$ cat src/rtl/ctsch_pkg.sv
`default_nettype none
// ---------------------------------------------------------------------------
// Counter/priority task scheduler package
// Shared types and codes for the slot ring, the head update logic and the
// scheduler top level.
// ---------------------------------------------------------------------------
package ctsch_pkg;

   localparam logic [2:0] OP_TICK      = 3'd0;
   localparam logic [2:0] OP_PREEMPT_DIS = 3'd1;
   localparam logic [2:0] OP_PREEMPT_EN  = 3'd2;
   localparam logic [2:0] OP_LOAD      = 3'd3;
   localparam logic [2:0] OP_SET_STATE = 3'd4;

   localparam int CNT_W   = 9;
   localparam int PRIO_W  = 8;
   localparam int DEPTH_W = 8;
   localparam int SLOT_W  = 6;

   typedef struct packed {
      logic               present;
      logic               running;
      logic [PRIO_W-1:0]  prio;
      logic [CNT_W-1:0]   counter;
      logic [DEPTH_W-1:0] depth;
   } slot_rec_type;

   typedef struct packed {
      logic         lap2;
      logic [2:0]   op;
      logic         is_cur;
      logic         is_slot;
      slot_rec_type load_rec;
   } head_ctrl_type;

   typedef enum logic [1:0] {
      ST_IDLE,
      ST_LAP,
      ST_LAP2,
      ST_OUT
   } state_type;

endpackage
`default_nettype wire

$ cat src/rtl/ctsch_cell.sv
`default_nettype none
// ---------------------------------------------------------------------------
// Slot ring cell
// Holds one task slot record and passes it to the next cell of the ring
// whenever the ring rotates.
// ---------------------------------------------------------------------------
module ctsch_cell #(
   parameter bit BOOT_SLOT = 1'b0
) (
   input  wire                          clock,
   input  wire                          reset,
   input  wire                          shift,
   input  wire ctsch_pkg::slot_rec_type rec_in,
   output ctsch_pkg::slot_rec_type      rec_out
);

   ctsch_pkg::slot_rec_type rec_ff;
   ctsch_pkg::slot_rec_type rec_in_mux;

   always_comb begin
      rec_in_mux = shift ? rec_in : rec_ff;
   end

   always_ff @(posedge clock) begin
      if (reset) begin
         rec_ff.present <= BOOT_SLOT;
         rec_ff.running <= BOOT_SLOT;
         rec_ff.prio    <= ctsch_pkg::PRIO_W'(BOOT_SLOT);
         rec_ff.counter <= '0;
         rec_ff.depth   <= '0;
      end else begin
         rec_ff <= rec_in_mux;
      end
   end

   assign rec_out = rec_ff;

endmodule
`default_nettype wire

$ cat src/rtl/ctsch_head.sv
`default_nettype none
// ---------------------------------------------------------------------------
// Ring head update
// Applies the pending event to the slot record that passes the head of the
// ring, and recomputes counters on the second lap of a reschedule.
// ---------------------------------------------------------------------------
module ctsch_head (
   input  wire ctsch_pkg::head_ctrl_type ctrl,
   input  wire ctsch_pkg::slot_rec_type  rec_in,
   output ctsch_pkg::slot_rec_type       rec_out,
   output logic                          trigger
);

   logic [ctsch_pkg::CNT_W-1:0] dec_cnt;

   always_comb begin
      rec_out = rec_in;
      trigger = 1'b0;
      dec_cnt = (rec_in.counter != '0) ? rec_in.counter - 1'b1 : rec_in.counter;
      if (ctrl.lap2) begin
         if (rec_in.present) begin
            rec_out.counter = ctsch_pkg::CNT_W'((rec_in.counter >> 1) +
                                                ctsch_pkg::CNT_W'(rec_in.prio));
         end
      end else begin
         case (ctrl.op)
            ctsch_pkg::OP_TICK: begin
               if (ctrl.is_cur) begin
                  rec_out.counter = dec_cnt;
                  trigger = (dec_cnt == '0) && (rec_in.depth == '0);
               end
            end
            ctsch_pkg::OP_PREEMPT_DIS: begin
               if (ctrl.is_cur && rec_in.depth != '1) begin
                  rec_out.depth = rec_in.depth + 1'b1;
               end
            end
            ctsch_pkg::OP_PREEMPT_EN: begin
               if (ctrl.is_cur && rec_in.depth != '0) begin
                  rec_out.depth = rec_in.depth - 1'b1;
               end
            end
            ctsch_pkg::OP_LOAD: begin
               if (ctrl.is_slot) begin
                  rec_out = ctrl.load_rec;
               end
            end
            ctsch_pkg::OP_SET_STATE: begin
               if (ctrl.is_slot) begin
                  rec_out.running = ctrl.load_rec.running;
               end
            end
            default: begin
               rec_out = rec_in;
            end
         endcase
      end
   end

endmodule
`default_nettype wire

$ cat src/rtl/counter_priority_task_scheduler_core.sv
`default_nettype none
// ---------------------------------------------------------------------------
// Counter/priority task scheduler
// Task slot table kept in a rotating ring of cells, with event handling and
// the largest-counter pick done at the head of the ring.
// ---------------------------------------------------------------------------
// The slot table lives in a ring of NUM_TASKS cells that rotates one slot per
// cycle during a lap past a single head update stage, so every event walks the
// whole ring at least once. An item is accepted in the idle state, walks the
// ring in the scan lap and has its result registered in the output state. A
// tick that finds every runnable counter at zero takes a second lap for the
// recompute. One item is in work at a time; a new item is accepted while the
// previous result still waits on rsp_stall, and its own result then waits
// until that one is taken.
module counter_priority_task_scheduler_core #(
   parameter int NUM_TASKS = 64
) (
   input  wire        clock,
   input  wire        reset,
   input  wire        req_valid,
   output logic       req_stall,
   input  wire  [2:0] req_operation,
   input  wire  [5:0] req_slot,
   input  wire        req_present,
   input  wire        req_running,
   input  wire  [7:0] req_priority_req,
   input  wire  [8:0] req_initial_count,
   output logic       rsp_valid,
   input  wire        rsp_stall,
   output logic [5:0] rsp_current_task,
   output logic       rsp_switched,
   output logic       rsp_stuck_no_slice
);

   localparam int IDX_W = (NUM_TASKS > 1) ? $clog2(NUM_TASKS) : 1;
   localparam int CMP_W = (IDX_W > ctsch_pkg::SLOT_W) ? IDX_W : ctsch_pkg::SLOT_W;
   localparam logic [IDX_W-1:0] LAST_IDX = IDX_W'(NUM_TASKS - 1);

   ctsch_pkg::state_type state_ff, state_in;
   logic [IDX_W-1:0] idx_ff, idx_in;
   logic [IDX_W-1:0] current_ff, current_in;
   logic [2:0] op_ff, op_in;
   logic [ctsch_pkg::SLOT_W-1:0] slot_ff, slot_in;
   ctsch_pkg::slot_rec_type load_rec_ff, load_rec_in;
   logic best_valid_ff, best_valid_in;
   logic [ctsch_pkg::CNT_W-1:0] best_cnt_ff, best_cnt_in;
   logic [IDX_W-1:0] best_idx_ff, best_idx_in;
   logic trig_ff, trig_in;
   logic res_sw_ff, res_sw_in;
   logic res_stuck_ff, res_stuck_in;
   logic rsp_valid_ff, rsp_valid_in;
   logic [5:0] rsp_cur_ff, rsp_cur_in;
   logic rsp_sw_ff, rsp_sw_in;
   logic rsp_stuck_ff, rsp_stuck_in;

   logic shift;
   ctsch_pkg::head_ctrl_type head_ctrl;
   ctsch_pkg::slot_rec_type head_rec;
   logic head_trig;
   ctsch_pkg::slot_rec_type ring_q [NUM_TASKS];

   logic take;
   logic fin_valid;
   logic [ctsch_pkg::CNT_W-1:0] fin_cnt;
   logic [IDX_W-1:0] fin_idx;
   logic trig_seen;
   logic [IDX_W-1:0] next_task;
   logic [CMP_W-1:0] cur_ext;
   logic rsp_free;

   genvar g;
   generate
      for (g = 0; g < NUM_TASKS; g++) begin : g_ring
         if (g == 0) begin : g_first
            ctsch_cell #(.BOOT_SLOT(1'b1)) u_cell (
               .clock   (clock),
               .reset   (reset),
               .shift   (shift),
               .rec_in  (head_rec),
               .rec_out (ring_q[g])
            );
         end else begin : g_rest
            ctsch_cell #(.BOOT_SLOT(1'b0)) u_cell (
               .clock   (clock),
               .reset   (reset),
               .shift   (shift),
               .rec_in  (ring_q[g-1]),
               .rec_out (ring_q[g])
            );
         end
      end
   endgenerate

   always_comb begin
      head_ctrl.lap2     = (state_ff == ctsch_pkg::ST_LAP2);
      head_ctrl.op       = op_ff;
      head_ctrl.is_cur   = (idx_ff == current_ff);
      head_ctrl.is_slot  = (CMP_W'(idx_ff) == CMP_W'(slot_ff));
      head_ctrl.load_rec = load_rec_ff;
   end

   ctsch_head u_head (
      .ctrl    (head_ctrl),
      .rec_in  (ring_q[NUM_TASKS-1]),
      .rec_out (head_rec),
      .trigger (head_trig)
   );

   always_comb begin
      take = head_rec.present && head_rec.running &&
             (!best_valid_ff || head_rec.counter >= best_cnt_ff);
      fin_valid = best_valid_ff || take;
      fin_cnt   = take ? head_rec.counter : best_cnt_ff;
      fin_idx   = take ? idx_ff : best_idx_ff;
      trig_seen = trig_ff || head_trig;
      next_task = fin_valid ? fin_idx : '0;
      cur_ext   = CMP_W'(current_ff);
      rsp_free  = !rsp_valid_ff || !rsp_stall;
   end

   always_comb begin
      state_in      = state_ff;
      idx_in        = idx_ff;
      current_in    = current_ff;
      op_in         = op_ff;
      slot_in       = slot_ff;
      load_rec_in   = load_rec_ff;
      best_valid_in = best_valid_ff;
      best_cnt_in   = best_cnt_ff;
      best_idx_in   = best_idx_ff;
      trig_in       = trig_ff;
      res_sw_in     = res_sw_ff;
      res_stuck_in  = res_stuck_ff;
      rsp_valid_in  = rsp_valid_ff && rsp_stall;
      rsp_cur_in    = rsp_cur_ff;
      rsp_sw_in     = rsp_sw_ff;
      rsp_stuck_in  = rsp_stuck_ff;
      shift         = 1'b0;
      unique case (state_ff)
         ctsch_pkg::ST_IDLE: begin
            if (req_valid) begin
               op_in               = req_operation;
               slot_in             = req_slot;
               load_rec_in.present = req_present;
               load_rec_in.running = req_running;
               load_rec_in.prio    = req_priority_req;
               load_rec_in.counter = req_initial_count;
               load_rec_in.depth   = '0;
               idx_in              = LAST_IDX;
               best_valid_in       = 1'b0;
               trig_in             = 1'b0;
               state_in            = ctsch_pkg::ST_LAP;
            end
         end
         ctsch_pkg::ST_LAP, ctsch_pkg::ST_LAP2: begin
            shift         = 1'b1;
            idx_in        = idx_ff - 1'b1;
            best_valid_in = fin_valid;
            best_cnt_in   = fin_cnt;
            best_idx_in   = fin_idx;
            if (state_ff == ctsch_pkg::ST_LAP) begin
               trig_in = trig_seen;
            end
            if (idx_ff == '0) begin
               res_sw_in    = 1'b0;
               res_stuck_in = 1'b0;
               state_in     = ctsch_pkg::ST_OUT;
               if (state_ff == ctsch_pkg::ST_LAP) begin
                  if (op_ff == ctsch_pkg::OP_TICK && trig_seen) begin
                     if (fin_valid && fin_cnt == '0) begin
                        idx_in        = LAST_IDX;
                        best_valid_in = 1'b0;
                        state_in      = ctsch_pkg::ST_LAP2;
                     end else begin
                        current_in = next_task;
                        res_sw_in  = (next_task != current_ff);
                     end
                  end
               end else begin
                  if (fin_valid && fin_cnt == '0) begin
                     res_stuck_in = 1'b1;
                  end else begin
                     current_in = next_task;
                     res_sw_in  = (next_task != current_ff);
                  end
               end
            end
         end
         ctsch_pkg::ST_OUT: begin
            if (rsp_free) begin
               rsp_valid_in = 1'b1;
               rsp_cur_in   = cur_ext[5:0];
               rsp_sw_in    = res_sw_ff;
               rsp_stuck_in = res_stuck_ff;
               state_in     = ctsch_pkg::ST_IDLE;
            end
         end
         default: begin
            state_in = ctsch_pkg::ST_IDLE;
         end
      endcase
   end

   always_ff @(posedge clock) begin
      if (reset) begin
         state_ff      <= ctsch_pkg::ST_IDLE;
         current_ff    <= '0;
         rsp_valid_ff  <= 1'b0;
         idx_ff        <= '0;
         best_valid_ff <= 1'b0;
         trig_ff       <= 1'b0;
      end else begin
         state_ff      <= state_in;
         current_ff    <= current_in;
         rsp_valid_ff  <= rsp_valid_in;
         idx_ff        <= idx_in;
         best_valid_ff <= best_valid_in;
         trig_ff       <= trig_in;
      end
   end

   always_ff @(posedge clock) begin
      op_ff        <= op_in;
      slot_ff      <= slot_in;
      load_rec_ff  <= load_rec_in;
      best_cnt_ff  <= best_cnt_in;
      best_idx_ff  <= best_idx_in;
      res_sw_ff    <= res_sw_in;
      res_stuck_ff <= res_stuck_in;
      rsp_cur_ff   <= rsp_cur_in;
      rsp_sw_ff    <= rsp_sw_in;
      rsp_stuck_ff <= rsp_stuck_in;
   end

   assign req_stall          = (state_ff != ctsch_pkg::ST_IDLE);
   assign rsp_valid          = rsp_valid_ff;
   assign rsp_current_task   = rsp_cur_ff;
   assign rsp_switched       = rsp_sw_ff;
   assign rsp_stuck_no_slice = rsp_stuck_ff;

   a_current_in_range: assert property (@(posedge clock) disable iff (reset)
      current_ff <= LAST_IDX)
      else $error("current task index beyond the slot table");

   a_stuck_not_switched: assert property (@(posedge clock) disable iff (reset)
      rsp_valid |-> !(rsp_switched && rsp_stuck_no_slice))
      else $error("result flags both a switch and a stuck recompute");

   a_lap2_follows_lap: assert property (@(posedge clock) disable iff (reset)
      state_ff == ctsch_pkg::ST_LAP2 |->
         ($past(state_ff) == ctsch_pkg::ST_LAP || $past(state_ff) == ctsch_pkg::ST_LAP2))
      else $error("recompute lap entered without a scan lap");

   a_current_stable_idle: assert property (@(posedge clock) disable iff (reset)
      state_ff == ctsch_pkg::ST_IDLE |=> $stable(current_ff))
      else $error("current task changed outside a scan lap");

endmodule
`default_nettype wire

$ cat config.mk
export PLATFORM = sky130hd
export DESIGN_NAME = counter_priority_task_scheduler_core
export DESIGN_NICKNAME = d
export VERILOG_FILES = /design/src/rtl/ctsch_pkg.sv /design/src/rtl/ctsch_cell.sv /design/src/rtl/ctsch_head.sv /design/src/rtl/counter_priority_task_scheduler_core.sv
export SDC_FILE = /design/constraint.sdc
export NUM_CORES = 2
export LEC_CHECK = 0
export BUFFER_PORTS_ARGS = -buffer_cell sky130_fd_sc_hd__buf_2
export CORE_AREA = 2 2 298 374
export CTS_BUF_LIST = sky130_fd_sc_hd__clkbuf_2
export DETAILED_ROUTE_END_ITERATION = 16
export DIE_AREA = 0 0 300 376
export PLACE_DENSITY = 0.84
export SYNTH_ARGS = -nofsm -noshare
export SYNTH_HDL_FRONTEND = slang
export SYNTH_SLANG_ARGS = --single-unit
export TNS_END_PERCENT = 50
$ cat constraint.sdc
create_clock -name clock -period 6.35 [get_ports clock]
set_clock_uncertainty 0.15 [all_clocks]
set_input_delay 0.3175 -clock clock [delete_from_list [all_inputs] [get_ports clock]]
set_output_delay 0.3175 -clock clock [all_outputs]
set_load 0.02 [all_outputs]
==> results.json <==
{
  "status": "complete, no violations",
  "top_layer_used": "met4",
  "wl_met3_um": 3900,
  "crit_family": "compound AO/OA/AOI/OAI gates",
  "die_w_um": 300,
  "hold_viol_final": 0,
  "ys_seq_area_share_pct": 56.2,
  "synth_area_per_cell_um2": 10.6,
  "antenna_found_initial": 5,
  "fill_cells": 8492,
  "crit_path_start_kind": "flop",
  "path_clk_slew_ps": 100,
  "core_area_um2": 109000,
  "fin_crit_sh_pct": 90.6,
  "syn2layout_area_growth_pct": 8.59,
  "layout.nets": 6375,
  "worst_pin_slew_ps": 1160,
  "route.met2.wl_um": 51600,
  "synthTopCellsByCount": "1773 x nor2_1, 1745 x dfxtp_1, 1728 x mux2i_1, 284 x clkbuf_1, 118 x buf_1",
  "viasPerCell": 5.12,
  "synth_top_family_by_area": "multiplexers",
  "wl_um": 108000,
  "yosysWarnings": 0,
  "wl_met1_um": 50600,
  "synth_fa_ha_area_share_pct": 0.585,
  "port_buffers": 41,
  "synthCells": 6132,
  "cts.sinks": 1798,
  "hold_class": "reg -> reg",
  "cts_root_buf": "clkbuf_2",
  "first_global_vias": 40000,
  "grt_max_degree": 270,
  "grtUsageTotal_pct": 19.1,
  "cts_made_buffers": 413,
  "yosysMostFrequentCell": "nor2_1",
  "syn-num-nets": 6193,
  "start_util_pct": 59.5,
  "critPathMaxFanout": 10,
  "r2r_setup_slack_ps": 590,
  "gp_congestion": 0.819,
  "worstSetupEndpointType": "flop",
  "synth_edf_count": 53,
  "synth_top_area_cell": "dfxtp_1",
  "dp_hpwl_um": 63700,
  "final_cells": 8068,
  "drt_iter0_drc": 2390,
  "grt_pass1_wl_um": 184000,
  "clockBufferDepth": 4,
  "firstDrtPassIters": 7,
  "drive_above_1_share_pct": 11.6,
  "design.die.area_um2": 113000,
  "place_inst": 7250,
  "total_power_mw": 26.5,
  "r2r_cells": 20,
  "startpoint": "g_ring[63].g_rest.u_cell.rec_out[8]",
  "whs_ps": 252,
  "cts_tree": "built",
  "ys_types": 76,
  "tns_ps": 0,
  "synth_xor_area_share_pct": 0.310,
  "synth.area.mux_share_pct": 26.7,
  "overflow": 0,
  "antenna_left": 0,
  "vias": 41300,
  "cpPeakStageDelay_ps": 530,
  "synth_top_area_share_pct": 53.7,
  "fmax_mhz": 174,
  "rsz0062_at_grt": "no",
  "synthSimpleGateAreaFrac_pct": 11.7,
  "min_period_ps": 5760,
  "synth_area_um2": 65000,
  "cp.arrival_ps": 7070,
  "post_cts_resized": 0,
  "crit_slowest_cell": "nand3_1",
  "path_buf_inv": 3,
  "postSynth.asyncResetShare_pct": 0,
  "synth_compound_area_share_pct": 1.91,
  "drc": 0,
  "worstPathCellList": "inv_1 > ha_1 > nor4b_1 > nand3_1 > mux2i_1 > a221o_1 > a21oi_1 > nor3_2 > buf_4 > ha_1 > nand2_1 > o21ai_0 > a41oi_1 > o21ai_0 > nand3_1 > buf_4 > nand4_1 > o41ai_4 > a31oi_4 > mux2_4",
  "setup.worst_path.end": "cur_ext[2]",
  "cap_violations": 0,
  "r2r_end": "cur_ext[2]",
  "timing.rr.start": "g_ring[63].g_rest.u_cell.rec_out[8]",
  "die_height_um": 376,
  "max-slew-margin-rel_pct": 22.6,
  "critical_path_required_ps": 7660,
  "rows": 136,
  "wl_per_cell_um": 13.4,
  "drv_slew": 0,
  "setup_viol": 0,
  "synthFlopType": "dfxtp_1",
  "h-tree-depth": 5,
  "ys_seq_elements": 1798,
  "power.density_nw_per_um2": 375,
  "synth_area_leaders": "dfxtp_1 54%, mux2i_1 27%, nor2_1 10%, edfxtp_1 2.4%, clkbuf_1 1.6%",
  "crit_cells": 20,
  "num_io_pins": 42,
  "clk_latency_ps": 1700,
  "ir_worst_vdd_mv": 0.529,
  "critPathKind": "reg -> reg",
  "leakage_nw": 29.6,
  "min_from": "g_ring[59].g_rest.u_cell.rec_out[25]"
}
[state kept, by name (all words and copies together), names as in the netlist, 2 cells and up]
register and flops:
slot_ff 6, g_ring.g_rest.u_cell.rec_out 1701, idx_ff 6, op_ff 3, head_ctrl 19, rsp_current_task 6
g_ring.g_first.u_cell.rec_out 27, cur_ext 6, best_cnt_ff 9, best_idx_ff 6, state_ff 2
[per-stage QoR]
| step | cell area [um2] | setup WS [ps] | util (%) |
|---|---|---|---|
| 2_1_floorplan | 65000 | 1890 | - |
| 3_3_place_gp | 66000 | 571 | 60.5 |
| 3_5_place_dp | 66000 | 614 | 60.5 |
| 4_1_cts | 70600 | 571 | 64.6 |
| 5_1_grt | 70600 | 100 | 64.6 |
| 6_report | 70600 | 594 | 64.6 |
[cells by family after synthesis]
kind of cell,count (synthesis)
flops,1798
mux,1734
xor+xnor,23
buf+inv,445
simple gates,1939
fa+ha+maj,30
compound gates,163
[worst register-to-register path: stages (launching register included)]
cell	delay [ps]
dfxtp_1	370
inv_1	200
ha_1	250
nor4b_1	420
nand3_1	360
mux2i_1	220
a221o_1	330
a21oi_1	170
nor3_2	50
buf_4	160
ha_1	280
nand2_1	40
o21ai_0	150
a41oi_1	170
o21ai_0	390
nand3_1	530
buf_4	350
nand4_1	150
o41ai_4	160
a31oi_4	420
mux2_4	330
[cell usage in the layout (no fill, tap or decap), drive strengths merged, types with 7 or more instances in the layout]
cell / count
nor2: 1773
nand4: 11
a31oi: 11
inv: 35
dfxtp: 1745
mux2i: 1728
clkbuf: 624
a21oi: 31
edfxtp: 53
nor2b: 12
and3: 7
clkinv: 81
o31ai: 14
dlygate4sd3: 97
nand2: 42
buf: 85
o21ai: 25
ha: 28
a211oi: 19
or3: 11
nor3: 33
nor4: 9
xor2: 9
nand2b: 12
xnor2: 14
nand3: 8
[power by group]
part	internal (mW)	leakage (nW)	switching (mW)	total [mW]
Sequential	11.6	14.5	0.175	11.8
Clock	2.71	2.82	4.20	6.90
Combinational	3.52	12.2	4.26	7.78
[final cells by class]
type | count | area, um2 | area share (%)
antenna | 5 | 12.5 | 0.0177
clock buffer | 624 | 3120 | 4.42
clock inverter | 91 | 450 | 0.638
inverter | 30 | 113 | 0.159
multi-input combinational | 3889 | 26800 | 38.0
sequential | 1798 | 36500 | 51.7
tap | 1449 | 1810 | 2.57
timing repair buffer | 182 | 1750 | 2.48
[how the worst min path moves through the flow]
stage | endpoint | slack, ps | depth (start not counted)
2_1_floorplan | rsp_stuck_no_slice | 250 | 0
3_3_place_gp | g_ring[0].g_first.u_cell.rec_out[25] | 310 | 1
3_5_place_dp | rsp_stuck_no_slice | 290 | 0
4_1_cts | head_ctrl[23] | 70 | 4
5_1_grt | head_ctrl[17] | 150 | 4
6_report | g_ring[60].g_rest.u_cell.rec_out[25] | 250 | 2
[metal layers]
layer | vias to the layer above | global-route usage, %
met5 | - | 0
met4 | 0 | 7.72
met3 | 168 | 4.50
met2 | 527 | 31.4
met1 | 19400 | 24.2
li1 | 21300 | -
[what timing repair did]
action / CTS / global route
hold endpoints to repair: 1809 / 0
buffers inserted: 0 / 0
hold buffers: 98 / 0
Note: power is estimated with default switching activity, not from simulation.
